--- config.mk ---
export PLATFORM = sky130hd
export DESIGN_NAME = multi_pool_slot_allocator
export DESIGN_NICKNAME = d
export VERILOG_FILES = /design/src/sv/mpsa_pkg.sv /design/src/sv/mpsa_cell.sv /design/src/sv/multi_pool_slot_allocator.sv
export SDC_FILE = /design/constraint.sdc
export NUM_CORES = 2
export LEC_CHECK = 0
export BUFFER_PORTS_ARGS = -buffer_cell sky130_fd_sc_hd__buf_2
export CORE_ASPECT_RATIO = 1.4
export CORE_UTILIZATION = 42
export DETAILED_ROUTE_END_ITERATION = 8
export PLACE_DENSITY_LB_ADDON = 0.25
export RECOVER_POWER = 25
export SYNTH_ARGS = -nofsm -noshare
export SYNTH_HDL_FRONTEND = slang
export SYNTH_SLANG_ARGS = --single-unit
--- constraint.sdc ---
create_clock -name clk -period 10.45 [get_ports clk]
set_clock_uncertainty 0.15 [all_clocks]
set_input_delay 2.09 -clock clk [delete_from_list [all_inputs] [get_ports clk]]
set_output_delay 2.09 -clock clk [all_outputs]
set_load 0.05 [all_outputs]
--- src/sv/mpsa_pkg.sv ---
package mpsa_pkg;

  // Result status codes.
  localparam logic [1:0] ST_OK     = 2'd0;
  localparam logic [1:0] ST_FULL   = 2'd1;
  localparam logic [1:0] ST_DOUBLE = 2'd2;

  // Widths of the request and result words.
  localparam int IDX_W    = 6;
  localparam int POOL_W   = 2;
  localparam int STATUS_W = 2;

  // Control broadcast from the sequencer to every cell.
  typedef struct packed {
    logic commit;
    logic release_op;
  } cell_ctrl_t;

endpackage

--- src/sv/mpsa_cell.sv ---
module mpsa_cell #(
  parameter int IDX   = 0,
  parameter int POOLS = 4,
  parameter int EW    = 6,
  parameter int HW    = 7,
  parameter int PW    = 2
) (
  input  logic                           clk,
  input  logic                           rst_n,
  input  mpsa_pkg::cell_ctrl_t           ctrl,
  input  logic [PW-1:0]                  pool_sel,
  input  logic [HW-1:0]                  head,
  input  logic [mpsa_pkg::IDX_W-1:0]     idx,
  input  logic                           found_in,
  input  logic [EW-1:0]                  data_in,
  input  logic [EW-1:0]                  next_entry,
  output logic                           found_out_r,
  output logic [EW-1:0]                  data_out_r,
  output logic [EW-1:0]                  entry_out
);
  import mpsa_pkg::*;

  localparam int CW = (EW > IDX_W) ? EW : IDX_W;

  logic [EW-1:0] entry_r [POOLS];
  logic          in_use;
  logic          match;
  logic          found_incl;

  assign entry_out  = entry_r[pool_sel];
  assign in_use     = HW'(IDX) < head;
  assign match      = in_use && (CW'(entry_out) == CW'(idx));
  // This cell lies at or past the released entry.
  assign found_incl = found_in | match;

  // The found flag and the entry at the head position ripple one cell a cycle.
  always_ff @(posedge clk) begin
    if (!rst_n) begin
      found_out_r <= 1'b0;
    end else begin
      found_out_r <= found_incl;
    end
  end

  always_ff @(posedge clk) begin
    data_out_r <= (HW'(IDX) == head) ? entry_out : data_in;
  end

  always_ff @(posedge clk) begin
    if (!rst_n) begin
      for (int p = 0; p < POOLS; p++) begin
        entry_r[p] <= EW'(IDX);
      end
    end else if (ctrl.commit && ctrl.release_op && found_incl) begin
      if (HW'(IDX + 1) < head) begin
        entry_r[pool_sel] <= next_entry;
      end else if (HW'(IDX + 1) == head) begin
        entry_r[pool_sel] <= EW'(idx);
      end
    end
  end

endmodule

--- src/sv/multi_pool_slot_allocator.sv ---
// Channel   Ports                                        Handshake
// input     in_mode, in_pool, in_slot_index              start, busy
// result    out_status, out_granted_index                out_valid strobe
//
// Every word passes from acceptance through the sweep, while the found flag
// and the head entry travel down the row of cells, the commit of the shift,
// and the result cycle, in which a new word may already be taken; no new word
// is accepted while busy. Reset is synchronous; afterwards every
// list is in identity order and all heads are zero. The receiver cannot
// stall; each result is shown for exactly one cycle.
module multi_pool_slot_allocator #(
  parameter int POOLS = 4,
  parameter int SLOTS = 64
) (
  input  logic                               clk,
  input  logic                               rst_n,
  input  logic                               start,
  output logic                               busy,
  input  logic                               in_mode,
  input  logic [mpsa_pkg::POOL_W-1:0]        in_pool,
  input  logic [mpsa_pkg::IDX_W-1:0]         in_slot_index,
  output logic                               out_valid,
  output logic [mpsa_pkg::STATUS_W-1:0]      out_status,
  output logic [mpsa_pkg::IDX_W-1:0]         out_granted_index
);
  import mpsa_pkg::*;

  localparam int EW   = $clog2(SLOTS);
  localparam int HW   = $clog2(SLOTS + 1);
  localparam int PW   = (POOLS > 1) ? $clog2(POOLS) : 1;
  localparam int CNTW = $clog2(SLOTS);

  typedef enum logic [1:0] {
    IDLE,
    SWEEP,
    COMMIT
  } state_t;

  state_t                state_r;
  logic [CNTW-1:0]       cnt_r;
  logic                  mode_r;
  logic                  pool_ok_r;
  logic [PW-1:0]         pool_sel_r;
  logic [IDX_W-1:0]      idx_r;
  logic [HW-1:0]         head_q_r;
  logic [HW-1:0]         head_r [POOLS];
  logic                  out_valid_r;
  logic [STATUS_W-1:0]   out_status_r;
  logic [IDX_W-1:0]      out_granted_index_r;

  logic                  accept;
  cell_ctrl_t            ctrl;
  logic                  found_w [SLOTS+1];
  logic [EW-1:0]         data_w  [SLOTS+1];
  logic [EW-1:0]         ent_w   [SLOTS+1];

  assign busy              = (state_r != IDLE);
  assign accept            = start && !busy;
  assign out_valid         = out_valid_r;
  assign out_status        = out_status_r;
  assign out_granted_index = out_granted_index_r;

  assign ctrl.commit     = (state_r == COMMIT) && pool_ok_r;
  assign ctrl.release_op = mode_r;

  assign found_w[0]  = 1'b0;
  assign data_w[0]   = '0;
  assign ent_w[SLOTS] = '0;

  for (genvar j = 0; j < SLOTS; j++) begin : g_cell
    mpsa_cell #(
      .IDX   (j),
      .POOLS (POOLS),
      .EW    (EW),
      .HW    (HW),
      .PW    (PW)
    ) u_cell (
      .clk         (clk),
      .rst_n       (rst_n),
      .ctrl        (ctrl),
      .pool_sel    (pool_sel_r),
      .head        (head_q_r),
      .idx         (idx_r),
      .found_in    (found_w[j]),
      .data_in     (data_w[j]),
      .next_entry  (ent_w[j+1]),
      .found_out_r (found_w[j+1]),
      .data_out_r  (data_w[j+1]),
      .entry_out   (ent_w[j])
    );
  end

  always_ff @(posedge clk) begin
    if (!rst_n) begin
      state_r     <= IDLE;
      cnt_r       <= '0;
      out_valid_r <= 1'b0;
      for (int p = 0; p < POOLS; p++) begin
        head_r[p] <= '0;
      end
    end else begin
      out_valid_r <= 1'b0;
      case (state_r)
        IDLE: begin
          if (accept) begin
            mode_r     <= in_mode;
            pool_ok_r  <= int'(in_pool) < POOLS;
            pool_sel_r <= PW'(in_pool);
            idx_r      <= in_slot_index;
            head_q_r   <= head_r[PW'(in_pool)];
            cnt_r      <= '0;
            state_r    <= SWEEP;
          end
        end
        SWEEP: begin
          cnt_r <= cnt_r + 1'b1;
          if (cnt_r == CNTW'(SLOTS - 1)) begin
            state_r <= COMMIT;
          end
        end
        COMMIT: begin
          out_valid_r         <= 1'b1;
          out_granted_index_r <= '0;
          state_r             <= IDLE;
          if (!pool_ok_r) begin
            out_status_r <= mode_r ? ST_DOUBLE : ST_FULL;
          end else if (!mode_r) begin
            if (head_q_r >= HW'(SLOTS)) begin
              out_status_r <= ST_FULL;
            end else begin
              out_status_r          <= ST_OK;
              out_granted_index_r   <= IDX_W'(data_w[SLOTS]);
              head_r[pool_sel_r]    <= head_q_r + 1'b1;
            end
          end else if (found_w[SLOTS]) begin
            out_status_r       <= ST_OK;
            head_r[pool_sel_r] <= head_q_r - 1'b1;
          end else begin
            out_status_r <= ST_DOUBLE;
          end
        end
        default: begin
          state_r <= IDLE;
        end
      endcase
    end
  end

`ifndef ASSERT_OFF
  a_result_after_commit: assert property (@(posedge clk) disable iff (!rst_n)
    out_valid |-> $past(state_r == COMMIT))
    else $error("result strobe without a commit cycle");

  a_busy_after_accept: assert property (@(posedge clk) disable iff (!rst_n)
    accept |=> busy)
    else $error("block not busy after accepting a word");

  a_head_in_range: assert property (@(posedge clk) disable iff (!rst_n)
    busy |-> head_q_r <= HW'(SLOTS))
    else $error("pool head beyond the list length");

  a_status_code: assert property (@(posedge clk) disable iff (!rst_n)
    out_valid |-> (out_status == ST_OK || out_status == ST_FULL ||
                   out_status == ST_DOUBLE))
    else $error("undefined status code");

  a_grant_only_on_ok: assert property (@(posedge clk) disable iff (!rst_n)
    out_valid && out_status != ST_OK |-> out_granted_index == '0)
    else $error("index granted on a failed request");
`endif

endmodule
[Word level (Yosys, flattened, before mapping)]
Memories as Yosys holds them, arrays and structs flattened. A register that Yosys moved wholly into a read port is not among the register bits.
Index checks and enable logic that the tools add are counted.
Storage, ports and cells
  register bits: 474
  RAM bits: 1564
  bits of input ports: 12
  output and inout port bits: 10
  word-level logic and storage cells: 1719
  memories: 65
Cells by class
  $add $sub $neg: 3
  $lt $le $gt $ge: 66
  equality and inequality tests: 133
  mux-type cells: 983
  bitwise operators: 128
  reductions and logical operators: 205
Memory list
  head_r: words 4, bits a word 7, rd ports 1, clocked after memory_dff 1, wr ports 4, line multi_pool_slot_allocator.sv:46  | logic [HW-1:0] head_r [POOLS];
  g_cell[0].u_cell.entry_r: words 4, bits a word 6, rd ports 1, clocked after memory_dff 1, wr ports 4, line mpsa_cell.sv:25  | logic [EW-1:0] entry_r [POOLS];
  g_cell[10].u_cell.entry_r: words 4, bits a word 6, rd ports 1, clocked after memory_dff 1, wr ports 4, line mpsa_cell.sv:25
  g_cell[11].u_cell.entry_r: words 4, bits a word 6, rd ports 1, clocked after memory_dff 1, wr ports 4, line mpsa_cell.sv:25
  g_cell[12].u_cell.entry_r: words 4, bits a word 6, rd ports 1, clocked after memory_dff 1, wr ports 4, line mpsa_cell.sv:25
  g_cell[13].u_cell.entry_r: words 4, bits a word 6, rd ports 1, clocked after memory_dff 1, wr ports 4, line mpsa_cell.sv:25
  59 more memories
Operators with widths (number)
  $mux 6: 192
  $mux 1: 654
  $eq 6x6->1: 64
  $reduce_or 6->1: 64
  $mux 2: 133
  $eq 6x7->1 const A: 32
  $lt 6x7->1 const A: 32
  $logic_and 1x1->1: 130
  $or 1x1->1: 128
  $eq 5x7->1 const A: 16
  $lt 5x7->1 const A: 16
  $eq 4x7->1 const A: 8
  $lt 4x7->1 const A: 8
  $eq 3x7->1 const A: 4
  $lt 3x7->1 const A: 4
  $eq 2x7->1 const A: 2
  $lt 1x7->1 const A: 2
  $lt 2x7->1 const A: 2
  $mux 7: 2
  $pmux 6 s2: 1
  $add 7x1->7 const B: 1
  $eq 1x7->1 const A: 1
  $eq 7x7->1 const A: 1
  $ge 7x7->1 const B: 1
  16 further kinds: 20

[Depth between registers and ports, before layout]
  word-level depth: 10
  depth in mapped cells: 15

[Worst setup path after synthesis]
No wires, ideal clock.
  kind: input -> register
  start point: input port rst_n
  end point: memory g_cell[23].u_cell.entry_r[3][0], enable pin
  data arrival time: 4.609 ns
  path slack: 5.313 ns
  cell stages on the path: 10
  cells stage by stage: clkbuf_1 inv_1 nor2_1 clkbuf_1 clkbuf_1 clkbuf_1 clkbuf_1 clkbuf_1 nand2_1 o21ai_0
RTL lines
  start: declaration: line multi_pool_slot_allocator.sv:16  | input logic rst_n,
  end: declaration: line mpsa_cell.sv:25

==> impl_metrics.toml <==
[power]
total_power_mw = 18.6
p_leak_nw = 35.5
ir_drop_v = 0.000139
p_per_area_nw_per_um2 = 177

[flow_run]
drv_cap = 13

[floorplan]
dieWidth_um = 406
die_h_um = 567
fp-row-count = 207
boundaryPins = 22
die-area_sq_um = 230000
start_util_pct = 42.2
core_sq_um = 227000

[timing]
fin_tns_setup_ns = 0
hold_viol_final = 0
rsz0062_at_grt = "no"
slew_viol_final = 305
fin_crit_sh_pct = 74.8
setup_viol = 0
max-slew-margin-rel_pct = -72.7
worst_hold_slack_ns = 0.272
layout_min_cycle_time_ns = 7.81
setup_slack_ns = 2.64
fmax_mhz = 128
tightestPinTransition_ns = 2.59

[grt]
overflow = 0
grt_pass1_wl_um = 455000
grt_start_max_net_pins = 113
grt_antenna_before_repair = 15
first_global_vias = 66000
grt_usage_pct = 27.1

[placed_design]
place_inst = 10500
port-buffer-count = 21
place_ws_ns = 4.54
post-dp-hpwl_um = 213000
gp_congestion = 0.921
postPlaceCellArea_sq_um = 98800

[clock_network]
cts_tree = "done"
cts_setup_buffers = 0
cts_num_sinks = 2047
cts.htree.levels = 4
path_clk_slew_ns = 0.06
cts_buffers = 198
post_cts_resized = 0
cts_root_buf = "clkbuf_16"
clk_path_buf_depth = 4
clock_latency_ns = 0.89
postCtsHoldBufs = 0

[outcome]
run_status = "finished with violations"
violations = "max-capacitance violations, max-slew violations"

[yosys]
ys_ff_latch = 2047
syn_area_sq_um = 95700
yosys_warnings = 0
synth-edff-count = 1588
synth_nets = 7811
ys_types = 99
yosysTopAreaCell = "edfxtp_1"
synthTopCellsByArea = "edfxtp_1 50%, dfxtp_1 9.6%, mux4_2 7.4%"
avgSynthCellArea_sq_um = 12.3
synth_cells = 7792
async_reset_ff_share_pct = 0
ys.flop_type = "edfxtp_1"
yosysTopAreaCellShare_pct = 49.8
yosysSeqAreaShare_pct = 59.4

[critical_path]
cp.required_ns = 10.77
r2r_cells = 9
r2r_setup_slack_ns = 2.64
path_class = "reg -> reg"
worstSetupStartpointType = "register"
arrival_ns = 8.14
endpoint_kind = "register"
worstPathMaxFanout = 89
rr_endpoint = "g_cell[2].u_cell.entry_r[0][1]$_SDFFCE_PN1P_"

[routing]
dr.pass1.iters = 6
drt-initial-drc-count = 6654
drc = 0
drt_wl_total_um = 316000
wl_per_cell_um = 29.0
num_vias = 64700
via_per_inst = 5.94
ant_nets = 0

[cells_and_area]
drive_gt1_share_pct = 14.6
final_util_pct = 46.3
layout_commonest_cell = "edfxtp_1"
fin_cells = 10900
stdcell_area_sq_um = 105000
layout_common_cells = "1,588 x edfxtp_1, 1,194 x nand2_1, 922 x nor2_1, 458 x dfxtp_1, 403 x xnor2_1"
syn_to_final_growth_pct = 9.74
fillers = 20400
num-nets-final = 7711

[hold_path]
hold_path_class = "reg -> reg"
worstHoldStart = "g_cell[17].u_cell.data_out_r[0]$_DFF_P_"
hold_end = "g_cell[18].u_cell.data_out_r[0]$_DFF_P_"
hold_path_depth = 2
routing by layer:
metal | routed length, um | part of all wire, % | vias up | global-route usage [%]
li1 | - | - | 28100 | -
met1 | 112000 | 35 | 32500 | 31.3
met2 | 157000 | 50 | 3120 | 46.8
met3 | 23500 | 7.4 | 954 | 4.22
met4 | 23100 | 7.3 | 12 | 17.1
met5 | 84 | 0.027 | - | 0
worst max-delay path, stage by stage, from the launching register on:
cell        delay, ns
dfxtp_4          0.84
buf_12           0.50
clkinvlp_2       1.91
clkbuf_1         1.08
mux2_2           0.58
xnor2_1          0.14
nor3_1           0.23
a21oi_1          0.14
or3_1            0.69
o21ai_0          1.05
cell families after synthesis:
kind of cell | share of synthesized area [%]
AO/OA/AOI/OAI | 4.93
XOR/XNOR | 3.69
adder cells (fa/ha/maj) | 0.0915
buffers and inverters | 3.09
flip-flops | 59.4
multiplexers | 15.2
AND/OR/NAND/NOR | 13.6
synth_stat cells (21+ instances only):
cell and n:
buf_4 45, nor2_1 925, nand2_1 1196, o22ai_1 41, and3_1 46, o21ai_0 286, nand3_1 211, nand3b_1 30
inv_1 133, or3_1 36, mux2i_1 330, mux4_2 315, buf_2 88, a22o_1 21, a31oi_1 24, clkbuf_1 262
dfxtp_1 459, a21oi_1 129, nand4_1 67, xnor2_1 403, a22oi_1 27, nor3_1 182, edfxtp_1 1588, buf_1 56
mux2_2 368, nand2b_1 75, and2_1 65, buf_6 35, nor4_1 29
final cells by class:
| type | count | area [sq um] | area share [%] |
|---|---|---|---|
| Antenna cell | 5 | 12.5 | 0.0119 |
| Clock buffer | 273 | 5660 | 5.39 |
| Clock inverter | 88 | 846 | 0.805 |
| Inverter | 139 | 539 | 0.513 |
| Multi-Input combinational cell | 5116 | 35900 | 34.2 |
| Sequential cell | 2047 | 56900 | 54.1 |
| Tap cell | 3030 | 3790 | 3.61 |
| Timing Repair Buffer | 190 | 1410 | 1.34 |
state kept, by name, summed over array words and instances, names as in the netlist, named ones only:
| register | cells |
|---|---|
| cnt_r | 6 |
| out_granted_index | 6 |
| g_cell.u_cell.found_out_r | 64 |
| head_r | 28 |
| head_q_r | 7 |
| out_status | 2 |
| idx_r | 6 |
| out_valid | 1 |
| g_cell.u_cell.data_out_r | 384 |
| state_r | 2 |
| pool_sel_r | 2 |
| mode_r | 1 |
| g_cell.u_cell.entry_r | 1536 |
worst max-delay path by stage:
stage                  start                                             to  slack (ns)  cells past startpoint
floorplan              rst_n      g_cell[23].u_cell.entry_r[3][0]$_DFFE_PP_        5.31                     10
global placement       rst_n      g_cell[47].u_cell.entry_r[3][5]$_DFFE_PP_        4.05                      7
detailed placement     rst_n  g_cell[14].u_cell.entry_r[2][2]$_SDFFCE_PN1P_        4.54                      6
CTS                 register       g_cell[6].u_cell.entry_r[3][2]$_DFFE_PP_        4.84                      8
global route        register      g_cell[25].u_cell.entry_r[3][3]$_DFFE_PP_        2.28                      9
finish              register   g_cell[2].u_cell.entry_r[0][1]$_SDFFCE_PN1P_        2.64                      9
power breakdown:
part	internal [mW]	switching (mW)	leakage [nW]	total, mW
Clock	4.14	3.20	3.20	7.33
Sequential	9.18	0.149	19.1	9.33
Combinational	0.653	1.24	13.1	1.89
Total	14.0	4.58	35.5	18.6
Note: power is estimated with default switching activity, not from simulation.
